$ cat config.mk
export PLATFORM = sky130hd
export DESIGN_NAME = prescaled_compare_timer_core
export DESIGN_NICKNAME = d
export VERILOG_FILES = /design/src/design/pct_pkg.sv /design/src/design/prescaled_compare_timer_core.sv
export VERILOG_INCLUDE_DIRS = /design/src /design/src/design
export SDC_FILE = /design/constraint.sdc
export NUM_CORES = 1
export LEC_CHECK = 0
export ABC_AREA = 1
export BUFFER_PORTS_ARGS = -buffer_cell sky130_fd_sc_hd__buf_2
export CORE_MARGIN = 2
export CORE_UTILIZATION = 40
export CTS_BUF_LIST = sky130_fd_sc_hd__clkbuf_2 sky130_fd_sc_hd__clkbuf_4 sky130_fd_sc_hd__clkbuf_8
export CTS_CLUSTER_SIZE = 12
export DETAILED_ROUTE_END_ITERATION = 6
export HOLD_SLACK_MARGIN = 0.03
export MAX_ROUTING_LAYER = met4
export PLACE_DENSITY = 0.62
export REMOVE_ABC_BUFFERS = 1
export SLEW_MARGIN = 30
export SYNTH_ARGS = -nofsm -noshare
export SYNTH_HDL_FRONTEND = slang
export SYNTH_SLANG_ARGS = --single-unit
$ cat constraint.sdc
create_clock -name clock -period 4.4 [get_ports clock]
set_clock_uncertainty 0.2 [all_clocks]
set_input_delay 1.32 -clock clock [delete_from_list [all_inputs] [get_ports clock]]
set_output_delay 1.32 -clock clock [all_outputs]
set_load 0.02 [all_outputs]
$ cat src/design/assert_macros.svh
// Assertion macros for the timer core.
`ifndef ASSERT_MACROS_SVH
`define ASSERT_MACROS_SVH

// Same-cycle implication, disabled while reset is high.
`define ASSERT_IMPL(label, clk, rst, ante, cons, msg) \
   label: assert property (@(posedge clk) disable iff (rst) (ante) |-> (cons)) \
      else $error(msg);

// Next-cycle implication, disabled while reset is high.
`define ASSERT_NEXT(label, clk, rst, ante, cons, msg) \
   label: assert property (@(posedge clk) disable iff (rst) (ante) |=> (cons)) \
      else $error(msg);

`endif

$ cat src/design/pct_pkg.sv
// Types, codes and reset values for the prescaled compare timer.
`timescale 1ns / 1ps

package pct_pkg;

   localparam int unsigned DATA_W     = 32;
   localparam int unsigned COUNT_W    = 64;
   localparam int unsigned PRESCALE_W = 12;
   localparam int unsigned STEP_W     = 8;
   localparam int unsigned CSR_IDX_W  = 1;

   typedef logic [1:0]            mode_type;
   typedef logic [2:0]            addr_type;
   typedef logic [DATA_W-1:0]     data_type;
   typedef logic [COUNT_W-1:0]    count_type;
   typedef logic [PRESCALE_W-1:0] prescale_type;
   typedef logic [STEP_W-1:0]     step_type;
   typedef logic [CSR_IDX_W-1:0]  csr_idx_type;

   // item kinds
   localparam mode_type MODE_TICK  = 2'd0;
   localparam mode_type MODE_READ  = 2'd1;
   localparam mode_type MODE_WRITE = 2'd2;

   // bus register map
   localparam addr_type ADDR_CTRL     = 3'd0;
   localparam addr_type ADDR_IRQ_EN   = 3'd1;
   localparam addr_type ADDR_IRQ_STATE = 3'd2;
   localparam addr_type ADDR_IRQ_TEST = 3'd3;
   localparam addr_type ADDR_COUNT_LO = 3'd4;
   localparam addr_type ADDR_COUNT_HI = 3'd5;
   localparam addr_type ADDR_CMP_LO   = 3'd6;
   localparam addr_type ADDR_CMP_HI   = 3'd7;

   // configuration register indexes
   localparam csr_idx_type CSR_PRESCALE = 1'd0;
   localparam csr_idx_type CSR_STEP     = 1'd1;

   localparam prescale_type PRESCALE_RESET = '0;
   localparam step_type     STEP_RESET     = step_type'(1);
   localparam count_type    CMP_RESET      = '1;

endpackage

$ cat src/design/prescaled_compare_timer_core.sv
// Top level of the prescaled compare timer: 64-bit count, compare and interrupt.
`timescale 1ns / 1ps
`include "assert_macros.svh"

//  channel | direction | handshake             | payload
//  req     | in        | req_valid / req_ready | req_mode, req_reg_addr, req_write_data
//  rsp     | out       | rsp_valid / rsp_ready | rsp_read_data, rsp_irq
//  csr     | in        | csr_we                | csr_index, csr_wdata
//
//  A beat taken on req updates the timer state and lands in the rsp register
//  at the same edge; a new beat can enter every cycle while req_ready is high.
//  The path is one 64-bit add followed by one 64-bit compare.
//  req_ready drops only while a result waits and rsp_ready is low.
//  Synchronous reset clears the state to its reset values and empties rsp.

module prescaled_compare_timer_core (
   input  logic                   clock,
   input  logic                   reset,
   input  logic                   req_valid,
   output logic                   req_ready,
   input  pct_pkg::mode_type      req_mode,
   input  pct_pkg::addr_type      req_reg_addr,
   input  pct_pkg::data_type      req_write_data,
   output logic                   rsp_valid,
   input  logic                   rsp_ready,
   output pct_pkg::data_type      rsp_read_data,
   output logic                   rsp_irq,
   input  logic                   csr_we,
   input  pct_pkg::csr_idx_type   csr_index,
   input  pct_pkg::prescale_type  csr_wdata
);

   import pct_pkg::*;

   // configuration
   prescale_type prescale_ff;
   step_type     step_ff;

   // timer state
   count_type    count_ff,       count_in;
   count_type    cmp_ff,         cmp_in;
   prescale_type pre_cnt_ff,     pre_cnt_in;
   logic         active_ff,      active_in;
   logic         irq_en_ff,      irq_en_in;
   logic         irq_latched_ff, irq_latched_in;

   // result register
   logic         rsp_valid_ff,   rsp_valid_in;
   data_type     rsp_data_ff,    rsp_data_in;
   logic         rsp_irq_ff,     rsp_irq_in;

   logic         accept;
   logic         data_bit0;

   // take a new beat whenever the result register is empty or being drained
   assign req_ready = !rsp_valid_ff || rsp_ready;
   assign accept    = req_valid && req_ready;
   assign data_bit0 = req_write_data[0];

   // configuration writes; indexes beyond the list fall through
   always_ff @(posedge clock) begin
      if (reset) begin
         prescale_ff <= PRESCALE_RESET;
         step_ff     <= STEP_RESET;
      end else if (csr_we) begin
         case (csr_index)
            CSR_PRESCALE: prescale_ff <= csr_wdata;
            CSR_STEP:     step_ff     <= csr_wdata[STEP_W-1:0];
            default:      ;
         endcase
      end
   end

   // next state and result for the beat at the input
   always_comb begin
      count_in       = count_ff;
      cmp_in         = cmp_ff;
      pre_cnt_in     = pre_cnt_ff;
      active_in      = active_ff;
      irq_en_in      = irq_en_ff;
      irq_latched_in = irq_latched_ff;
      rsp_data_in    = '0;

      case (req_mode)
         MODE_TICK: begin
            // advance only while active; wrap the prescaler on reaching its limit
            if (active_ff) begin
               if (pre_cnt_ff >= prescale_ff) begin
                  pre_cnt_in = '0;
                  count_in   = count_ff + COUNT_W'(step_ff);
               end else begin
                  pre_cnt_in = pre_cnt_ff + prescale_type'(1);
               end
            end
         end
         MODE_READ: begin
            case (req_reg_addr)
               ADDR_CTRL:      rsp_data_in = data_type'(active_ff);
               ADDR_IRQ_EN:    rsp_data_in = data_type'(irq_en_ff);
               ADDR_IRQ_STATE: rsp_data_in = data_type'(irq_latched_ff);
               ADDR_IRQ_TEST:  rsp_data_in = '0;
               ADDR_COUNT_LO:  rsp_data_in = count_ff[DATA_W-1:0];
               ADDR_COUNT_HI:  rsp_data_in = count_ff[COUNT_W-1:DATA_W];
               ADDR_CMP_LO:    rsp_data_in = cmp_ff[DATA_W-1:0];
               ADDR_CMP_HI:    rsp_data_in = cmp_ff[COUNT_W-1:DATA_W];
               default:        rsp_data_in = '0;
            endcase
         end
         MODE_WRITE: begin
            case (req_reg_addr)
               ADDR_CTRL:   active_in = data_bit0;
               ADDR_IRQ_EN: irq_en_in = data_bit0;
               ADDR_IRQ_STATE: begin
                  // write one to clear; the compare below may set it again
                  if (data_bit0) irq_latched_in = 1'b0;
               end
               ADDR_IRQ_TEST: begin
                  if (data_bit0) irq_latched_in = 1'b1;
               end
               ADDR_COUNT_LO: count_in[DATA_W-1:0]       = req_write_data;
               ADDR_COUNT_HI: count_in[COUNT_W-1:DATA_W] = req_write_data;
               ADDR_CMP_LO:   cmp_in[DATA_W-1:0]         = req_write_data;
               ADDR_CMP_HI:   cmp_in[COUNT_W-1:DATA_W]   = req_write_data;
               default:       ;
            endcase
         end
         default: ;   // unused kind: no change, reads zero
      endcase

      // latch the interrupt on the state this beat leaves behind
      if (count_in >= cmp_in) irq_latched_in = 1'b1;

      rsp_irq_in = irq_latched_in && irq_en_in;
   end

   // hold the result until taken; drop valid once drained with no new beat
   always_comb begin
      rsp_valid_in = rsp_valid_ff;
      if (accept) begin
         rsp_valid_in = 1'b1;
      end else if (rsp_ready) begin
         rsp_valid_in = 1'b0;
      end
   end

   always_ff @(posedge clock) begin
      if (reset) begin
         count_ff       <= '0;
         cmp_ff         <= CMP_RESET;
         pre_cnt_ff     <= '0;
         active_ff      <= 1'b0;
         irq_en_ff      <= 1'b0;
         irq_latched_ff <= 1'b0;
         rsp_valid_ff   <= 1'b0;
      end else begin
         rsp_valid_ff <= rsp_valid_in;
         if (accept) begin
            count_ff       <= count_in;
            cmp_ff         <= cmp_in;
            pre_cnt_ff     <= pre_cnt_in;
            active_ff      <= active_in;
            irq_en_ff      <= irq_en_in;
            irq_latched_ff <= irq_latched_in;
         end
      end
   end

   // result payload: no reset needed
   always_ff @(posedge clock) begin
      if (accept) begin
         rsp_data_ff <= rsp_data_in;
         rsp_irq_ff  <= rsp_irq_in;
      end
   end

   assign rsp_valid     = rsp_valid_ff;
   assign rsp_read_data = rsp_data_ff;
   assign rsp_irq       = rsp_irq_ff;

   // checks on the timer state
   `ASSERT_IMPL(a_irq_matches_state, clock, reset, rsp_valid_ff,
      rsp_irq_ff == (irq_latched_ff && irq_en_ff), "irq out of step with state")
   `ASSERT_IMPL(a_latch_on_compare, clock, reset, rsp_valid_ff && (count_ff >= cmp_ff),
      irq_latched_ff, "count reached compare but irq not latched")
   `ASSERT_NEXT(a_idle_tick_holds, clock, reset,
      accept && (req_mode == MODE_TICK) && !active_ff,
      $stable(count_ff) && $stable(pre_cnt_ff), "inactive tick moved the counter")

endmodule
## Word-level counts from Yosys, hierarchy flattened

Index checks and enable logic that the tools add are counted.

- Logic and storage cells: 55
- Output and inout port bits: 35
- Flip-flop bits (word level): 197
- Input bits: 55

- Add/sub/neg operators: 2
- Multiplexer cells: 19
- Equality and inequality tests: 9
- Bitwise gates (word level): 1
- Reductions and logical operators: 11
- Magnitude comparators: 2

Operators by type and width:

| operator | number |
|---|---|
| 32-bit one-hot mux with 8 select lines | 1 |
| 64-bit 2-to-1 mux | 3 |
| 32-bit 2-to-1 mux | 4 |
| 64-bit one-hot mux with 2 select lines | 1 |
| 64-bit by 8-bit adder with 64-bit output | 1 |
| 64-bit greater-or-equal comparator | 1 |
| 12-bit by 1-bit adder with 12-bit output (second input constant) | 1 |
| 3-bit equality test (second input constant) | 4 |
| 12-bit greater-or-equal comparator | 1 |
| 12-bit 2-to-1 mux | 1 |
| 1-bit 2-to-1 mux | 8 |
| 3-bit by 2-bit equality test with 1-bit output (second input constant) | 2 |
| 3-bit AND reduction | 2 |
| 2-bit AND reduction | 2 |
| 3-bit by 1-bit equality test with 1-bit output (second input constant) | 1 |
| 3-bit logical NOT | 1 |
| 2-bit by 1-bit equality test with 1-bit output (second input constant) | 1 |
| 2-bit equality test (second input constant) | 1 |
| 1-bit logical AND | 2 |
| 2-bit logical NOT | 1 |
| 1-bit one-hot mux with 2 select lines | 1 |
| 2-bit nonzero test | 1 |
| 1-bit logical NOT | 1 |
| 1-bit logical OR | 1 |
| 1-bit inverter | 1 |

## Logic depth before layout (Yosys ltp)

- Depth after elaboration: 7
- Mapped depth: 30
- Gate-level depth less buffers: 30

## Worst setup path after synthesis

No wires, ideal clock.

- Path type: input to register
- Start point: in req_mode[0]
- End point: reg rsp_irq_ff, in the netlist rsp_irq (data pin)
- Arrival time: 3536 ps
- Path buffers: 2
- Path slack: 415 ps
- Library setup time: 249 ps
- Required time: 3951 ps
- Stages: 21
- Cells stage by stage: buf_4 -> nor2_8 -> inv_2 -> buf_2 -> nor2_1 -> clkinv_1 -> o22ai_1 -> inv_1 -> nand2_1 -> inv_1 -> ha_1 -> nand2_1 -> inv_1 -> o21ai_0 -> nand2_1 -> a21oi_1 -> o21ai_0 -> a21oi_1 -> nand4_1 -> nand2_1 -> inv_1

- Longest elaborated chain between the ends: 5
- Elaborated cells on any way between the ends: 9
- Those cells by class: order compare: 1; eq/ne: 1; mux: 5; reduce/logical: 2

RTL lines:

| item | RTL line | RTL |
|---|---|---|
| start: declaration | prescaled_compare_timer_core.sv:21 | `input pct_pkg::mode_type req_mode,` |
| 2-bit equality test / 2-bit logical NOT (equally long branches) | prescaled_compare_timer_core.sv:84 | `case (req_mode)` |
| 64-bit one-hot mux with 2 select lines * | prescaled_compare_timer_core.sv:84 |  |
| named net count_in[61] | prescaled_compare_timer_core.sv:40 | `count_type count_ff, count_in;` |
| 64-bit greater-or-equal comparator * | prescaled_compare_timer_core.sv:131 | `if (count_in >= cmp_in) irq_latched_in = 1'b1;` |
| 1-bit 2-to-1 mux * | prescaled_compare_timer_core.sv:131 |  |
| 1-bit logical AND * | prescaled_compare_timer_core.sv:133 | `rsp_irq_in = irq_latched_in && irq_en_in;` |
| named net rsp_irq_in | prescaled_compare_timer_core.sv:50 | `logic rsp_irq_ff, rsp_irq_in;` |
| end signal: assignment | prescaled_compare_timer_core.sv:172 | `rsp_irq_ff <= rsp_irq_in;` |
| end: declaration | prescaled_compare_timer_core.sv:50 |  |

Mark *: on every way through the listed nets, which the timed path passes. The rest lies on a longest branch.
A chain may end at the register's enable or synchronous reset.

## Final worst setup path

- Start point: reg step_ff[0]
- End point: reg rsp_irq_ff, in the netlist rsp_irq (data pin)

- Longest elaborated chain between the ends: 7

RTL lines:

| item | RTL line | RTL |
|---|---|---|
| start: declaration | prescaled_compare_timer_core.sv:37 | `step_type step_ff;` |
| start signal: assignment | prescaled_compare_timer_core.sv:68 | `CSR_STEP: step_ff <= csr_wdata[STEP_W-1:0];` |
| 64-bit by 8-bit adder with 64-bit output | prescaled_compare_timer_core.sv:90 | `count_in = count_ff + COUNT_W'(step_ff);` |
| 64-bit 2-to-1 mux | prescaled_compare_timer_core.sv:88 | `if (pre_cnt_ff >= prescale_ff) begin` |
| 64-bit 2-to-1 mux | prescaled_compare_timer_core.sv:87 | `if (active_ff) begin` |
| 64-bit one-hot mux with 2 select lines | prescaled_compare_timer_core.sv:84 |  |
| named net count_in[34] | prescaled_compare_timer_core.sv:40 |  |
| 64-bit greater-or-equal comparator | prescaled_compare_timer_core.sv:131 |  |
| 1-bit 2-to-1 mux | prescaled_compare_timer_core.sv:131 |  |
| 1-bit logical AND | prescaled_compare_timer_core.sv:133 |  |
| named net rsp_irq_in | prescaled_compare_timer_core.sv:50 |  |

The timed path passes the listed nets, and every way through them passes these cells.

==> metrics.md <==
| Metric | Value |
|---|---|
| Number of global-route vias before repair | `14800` |
| Fin. max-slew vios | `0` |
| Vias post-DR | `about 16000` |
| Synth Flop Type | `dfxtp_1` |
| Critical path arrival | `roughly 4.4 ns` |
| P per Cell Area | `roughly 270 nW/um2` |
| Int Power | `about 2900 uW` |
| Largest family of logic cells by synthesized area | `simple AND/OR/NAND/NOR gates` |
| First-pass GRT wire length | `between 80 and 90 mm` |
| Worst-Margin Slew | `about 0.86 ns` |
| Worst-skew pair later-pin latency | `0.54 ns` |
| Period utilization | `95.6%` |
| Switching share of power | `between 30% and 40%` |
| Required time worst endpoint | `between 4 and 5 ns` |
| Finished Layout Cells | `roughly 2800` |
| Post-synthesis xor/xnor area fraction | `0.674%` |
| Combinational power share | `25.1%` |
| Final nets | `approximately 2500` |
| Post-synthesis sequential area ratio | `approximately 30%` |
| Gate Count Post-Synth | `~2200` |
| Final core occ | `a little under half` |
| Synth Area in Simple Gates | `27.0%` |
| Synthesized area | `between 10000 and 15000 um2` |
| FMAX | `between 200 and 250 MHz` |
| Worst slew margin | `between 40% and 50%` |
| Hold buffers post-CTS | `0` |
| Critical path class | `reg2reg` |
| Placer Congestion | `approximately 1.0` |
| Worst path slowest cell | `fa_2` |
| Final setup violation count | `0` |
| ANT nets after route | `0` |
| Die area | `between 30000 and 40000 um2` |
| Starting Density | `40.4%` |
| Fillcell total | `roughly 3700` |
| Pwr Total | `between 4000 and 5000 uW` |
| Core region area | `between 30000 and 40000 um2` |
| Tmin final | `between 4 and 5 ns` |
| Share of post-route cells with drive strength above 1 | `approximately 17%` |
| Initial antenna violation count | `0` |
| Max Cap Viol | `0` |
| Die extent in x | `about 190 um` |
| Initial drt markers | `approximately 1600` |
| Commonest non-fill, non-tap cell in the layout | `nand2_1` |
| Element type at the critical path end | `flip-flop` |
| Inserted Diodes | `0` |
| R2r startpoint | `step_ff[0]` |
| #FFs+latches synth | `about 200` |
| # rows | `about 70` |
| DP HPWL | `between 40 and 50 mm` |
| All-Layer GR Usage | `approximately a third` |
| CP max FO | `6` |
| GR Overflow Total | `0` |
| Hold Path Class | `reg2reg` |
| Chip Height | `roughly 190 um` |
| Proportion of synthesized area in mux cells | `0%` |
| CTS Buffer Depth | `2` |
| Cts bufs inserted | `17` |
| Htree depth | `4` |
| Synth cell types | `58` |
| CTS tree | `done` |
| Drt via density | `5.66` |
| R2R setup slack | `~0.19 ns` |
| Clk pin slew, worst setup/hold paths | `about 0.12 ns` |
| Reg-to-Reg End | `rsp_irq` |
| Place WS | `-0.147 ns` |
| Run status | `complete, no violations` |
| Hold slack | `between 0.2 and 0.3 ns` |
| Layout area overhead | `18.2%` |
| EDFF count, synth | `33` |
| WP buf/inv | `7` |
| Startpoint Class | `flip-flop` |
| Final Hold Fails | `0` |
| Reg2Reg Depth | `27` |
| Flop pwr share | `between 40% and 50%` |
| Post-route DRC | `0` |
| Slack of the critical path | `approximately 0.19 ns` |
| Final wirelength | `between 50 and 60 mm` |
| Clock sinks | `197` |
| Hold endpoint | `prescale_ff[9]` |
| Yosys warns | `0` |
| Ys async rst share | `0%` |
| Peak VDD IR | `approximately 0.19 mV` |
| Crit path max-delay family | `simple AND/OR/NAND/NOR gates` |
| Mean Syn Cell Area | `approximately 6.6 um2` |
| Wire per inst | `21.1 um` |
| Drt first pass iters | `6` |
| Synth Area in Compound Gates | `23.5%` |
| Leakage power | `between 0.007 and 0.008 uW` |
| Net Switching | `around 1600 uW` |
| # IOs | `90` |
| Hold Path Stages | `2` |
| Largest net degree at the start of global routing | `69` |
| Cells after DPL | `2784` |
| Worst path max stage delay | `roughly 0.4 ns` |
| Port Buf Inserts | `about 90` |
| Root Driver | `clkbuf_8` |
| Clock power frac | `between 20% and 30%` |
| Post-synthesis adder-cell area fraction | `under 10%` |
| Min-delay src | `prescale_ff[9]` |
| Most frequent cells in the layout | `nand2_1, inv_1, o21ai_0` |
==> area by class of cell <==
| class | count | area (um2) | share of cell area (%) |
|---|---|---|---|
| Clock inverter | 14 | 163 | 0.963 |
| Timing Repair Buffer | 264 | 1930 | 11.4 |
| Sequential cell | 197 | 4280 | 25.3 |
| Tap cell | 461 | 577 | 3.41 |
| Clock buffer | 18 | 241 | 1.43 |
| Multi-Input combinational cell | 1565 | 8560 | 50.7 |
| Inverter | 303 | 1150 | 6.79 |
==> worst register-to-register path, cell delays in order (launching register included) <==
cell and delay [ns]:
dfxtp_2 0.38, ha_4 0.14, inv_1 0.05, fa_2 0.40
inv_2 0.07, nand3_2 0.06, nand2_2 0.09, nand2_2 0.06
nand2_2 0.08, buf_12 0.13, buf_4 0.11, nand2_2 0.09
nor2_4 0.15, buf_4 0.14, nand2_1 0.14, o21ai_1 0.17
nand3_1 0.08, nand2_1 0.11, inv_1 0.07, ha_1 0.27
nand2_1 0.07, nor2_1 0.31, nand3_2 0.19, nor3_4 0.16
nand4_1 0.11, nand4_1 0.14, nand2_1 0.06, inv_1 0.07
==> cells in the mapped netlist (2+ instances only) <==
cell      number  area [um2]
a221oi_1      31         272
buf_4          4        30.0
dfxtp_1      164        3280
nor3_4         3        48.8
clkbuf_1      83         312
edfxtp_1      33         991
ha_1          85        1060
nor3b_1        4        30.0
nor4_1         5        31.3
a21oi_2        3        26.3
o21ai_1       38         190
nor3_1        32         160
o21ai_0      242        1210
a31o_2         2        17.5
and2_1         2        12.5
nand4_1       44         275
nor2_1       147         552
nand3_2        3        30.0
nand2_2        9        56.3
buf_1          3        11.3
o22ai_1       44         275
o211ai_1       3        22.5
a22oi_1       24         180
buf_2         17        85.1
clkinv_1       2        7.51
nor2_4         7        78.8
nand4_2        2        25.0
nand2_1      440        1650
xor2_1         7        61.3
o21bai_1       6        45.0
a21oi_1      210        1050
nor2_2        16         100
nand3_1      130         651
xnor2_1        4        35.0
or2_1          2        12.5
inv_1        293        1100
buf_6          4        45.0
inv_2          7        26.3
nor3b_2        3        37.5
==> kinds of logic (layout without fill, tap and decap cells) <==
group | Yosys count | after routing
AO/OA/AOI/OAI | 611 | 611
XOR/XNOR | 11 | 11
adder cells (fa/ha/maj) | 86 | 86
buffers and inverters | 415 | 599
flip-flops | 197 | 197
AND/OR/NAND/NOR | 857 | 857
==> flip-flops by register name, summed over array words and instances, names as in the netlist <==
| register | count |
|---|---|
| prescale_ff | 12 |
| irq_latched_ff | 1 |
| pre_cnt_ff | 12 |
| rsp_valid | 1 |
| step_ff | 8 |
| active_ff | 1 |
| count_ff | 64 |
| cmp_ff | 64 |
| irq_en_ff | 1 |
| rsp_irq | 1 |
| rsp_read_data | 32 |
==> worst max-delay path by stage <==
stage | start | end | slack [ns] | cells past startpoint
final | step_ff[0] | rsp_irq | 0.19 | 27
after detailed placement | req_reg_addr[2] | rsp_irq | -0.15 | 21
after global placement | req_reg_addr[1] | rsp_irq | -0.12 | 24
after CTS | count_ff[0] | rsp_irq | 0.01 | 30
after global routing | step_ff[0] | irq_latched_ff | -0.02 | 30
after floorplan | rsp_ready | count_ff[60] | -3.14 | 6
==> per-stage QoR <==
stage	setup TNS, ns	area, um2
final	0	16900
after global routing	-0.0323	16900
after CTS	0	16700
after detailed placement	-0.227	16300
after global placement	-0.177	16300
after floorplan	-296.12	13800
==> power by group through the flow <==
| stage | clock network [uW] | logic [uW] | registers (uW) |
|---|---|---|---|
| floorplan | 0 | 624 | 2110 |
| global placement | 0 | 1090 | 2120 |
| detailed placement | 0 | 1100 | 2120 |
| CTS | 1340 | 1110 | 2080 |
| global route | 1400 | 1270 | 2100 |
| finish | 1320 | 1140 | 2090 |
==> per-layer routing <==
layer	routed length, um	share of wire, %	vias up	track usage [%]
met3	4480	7.5	115	4.11
met1	26600	45	7469	44.6
met2	26700	45	693	51.4
met5	0	0	-	-
li1	-	-	7697	-
met4	1810	3.0	0	11.0
==> timing repair <==
action	4_1_cts	5_1_grt
setup endpoints to repair	2	2
pin swaps	0	18
gates cloned	0	0
gates resized for setup	6	46
buffers inserted	0	6
No activity file was read; power rests on OpenSTA's default activity.
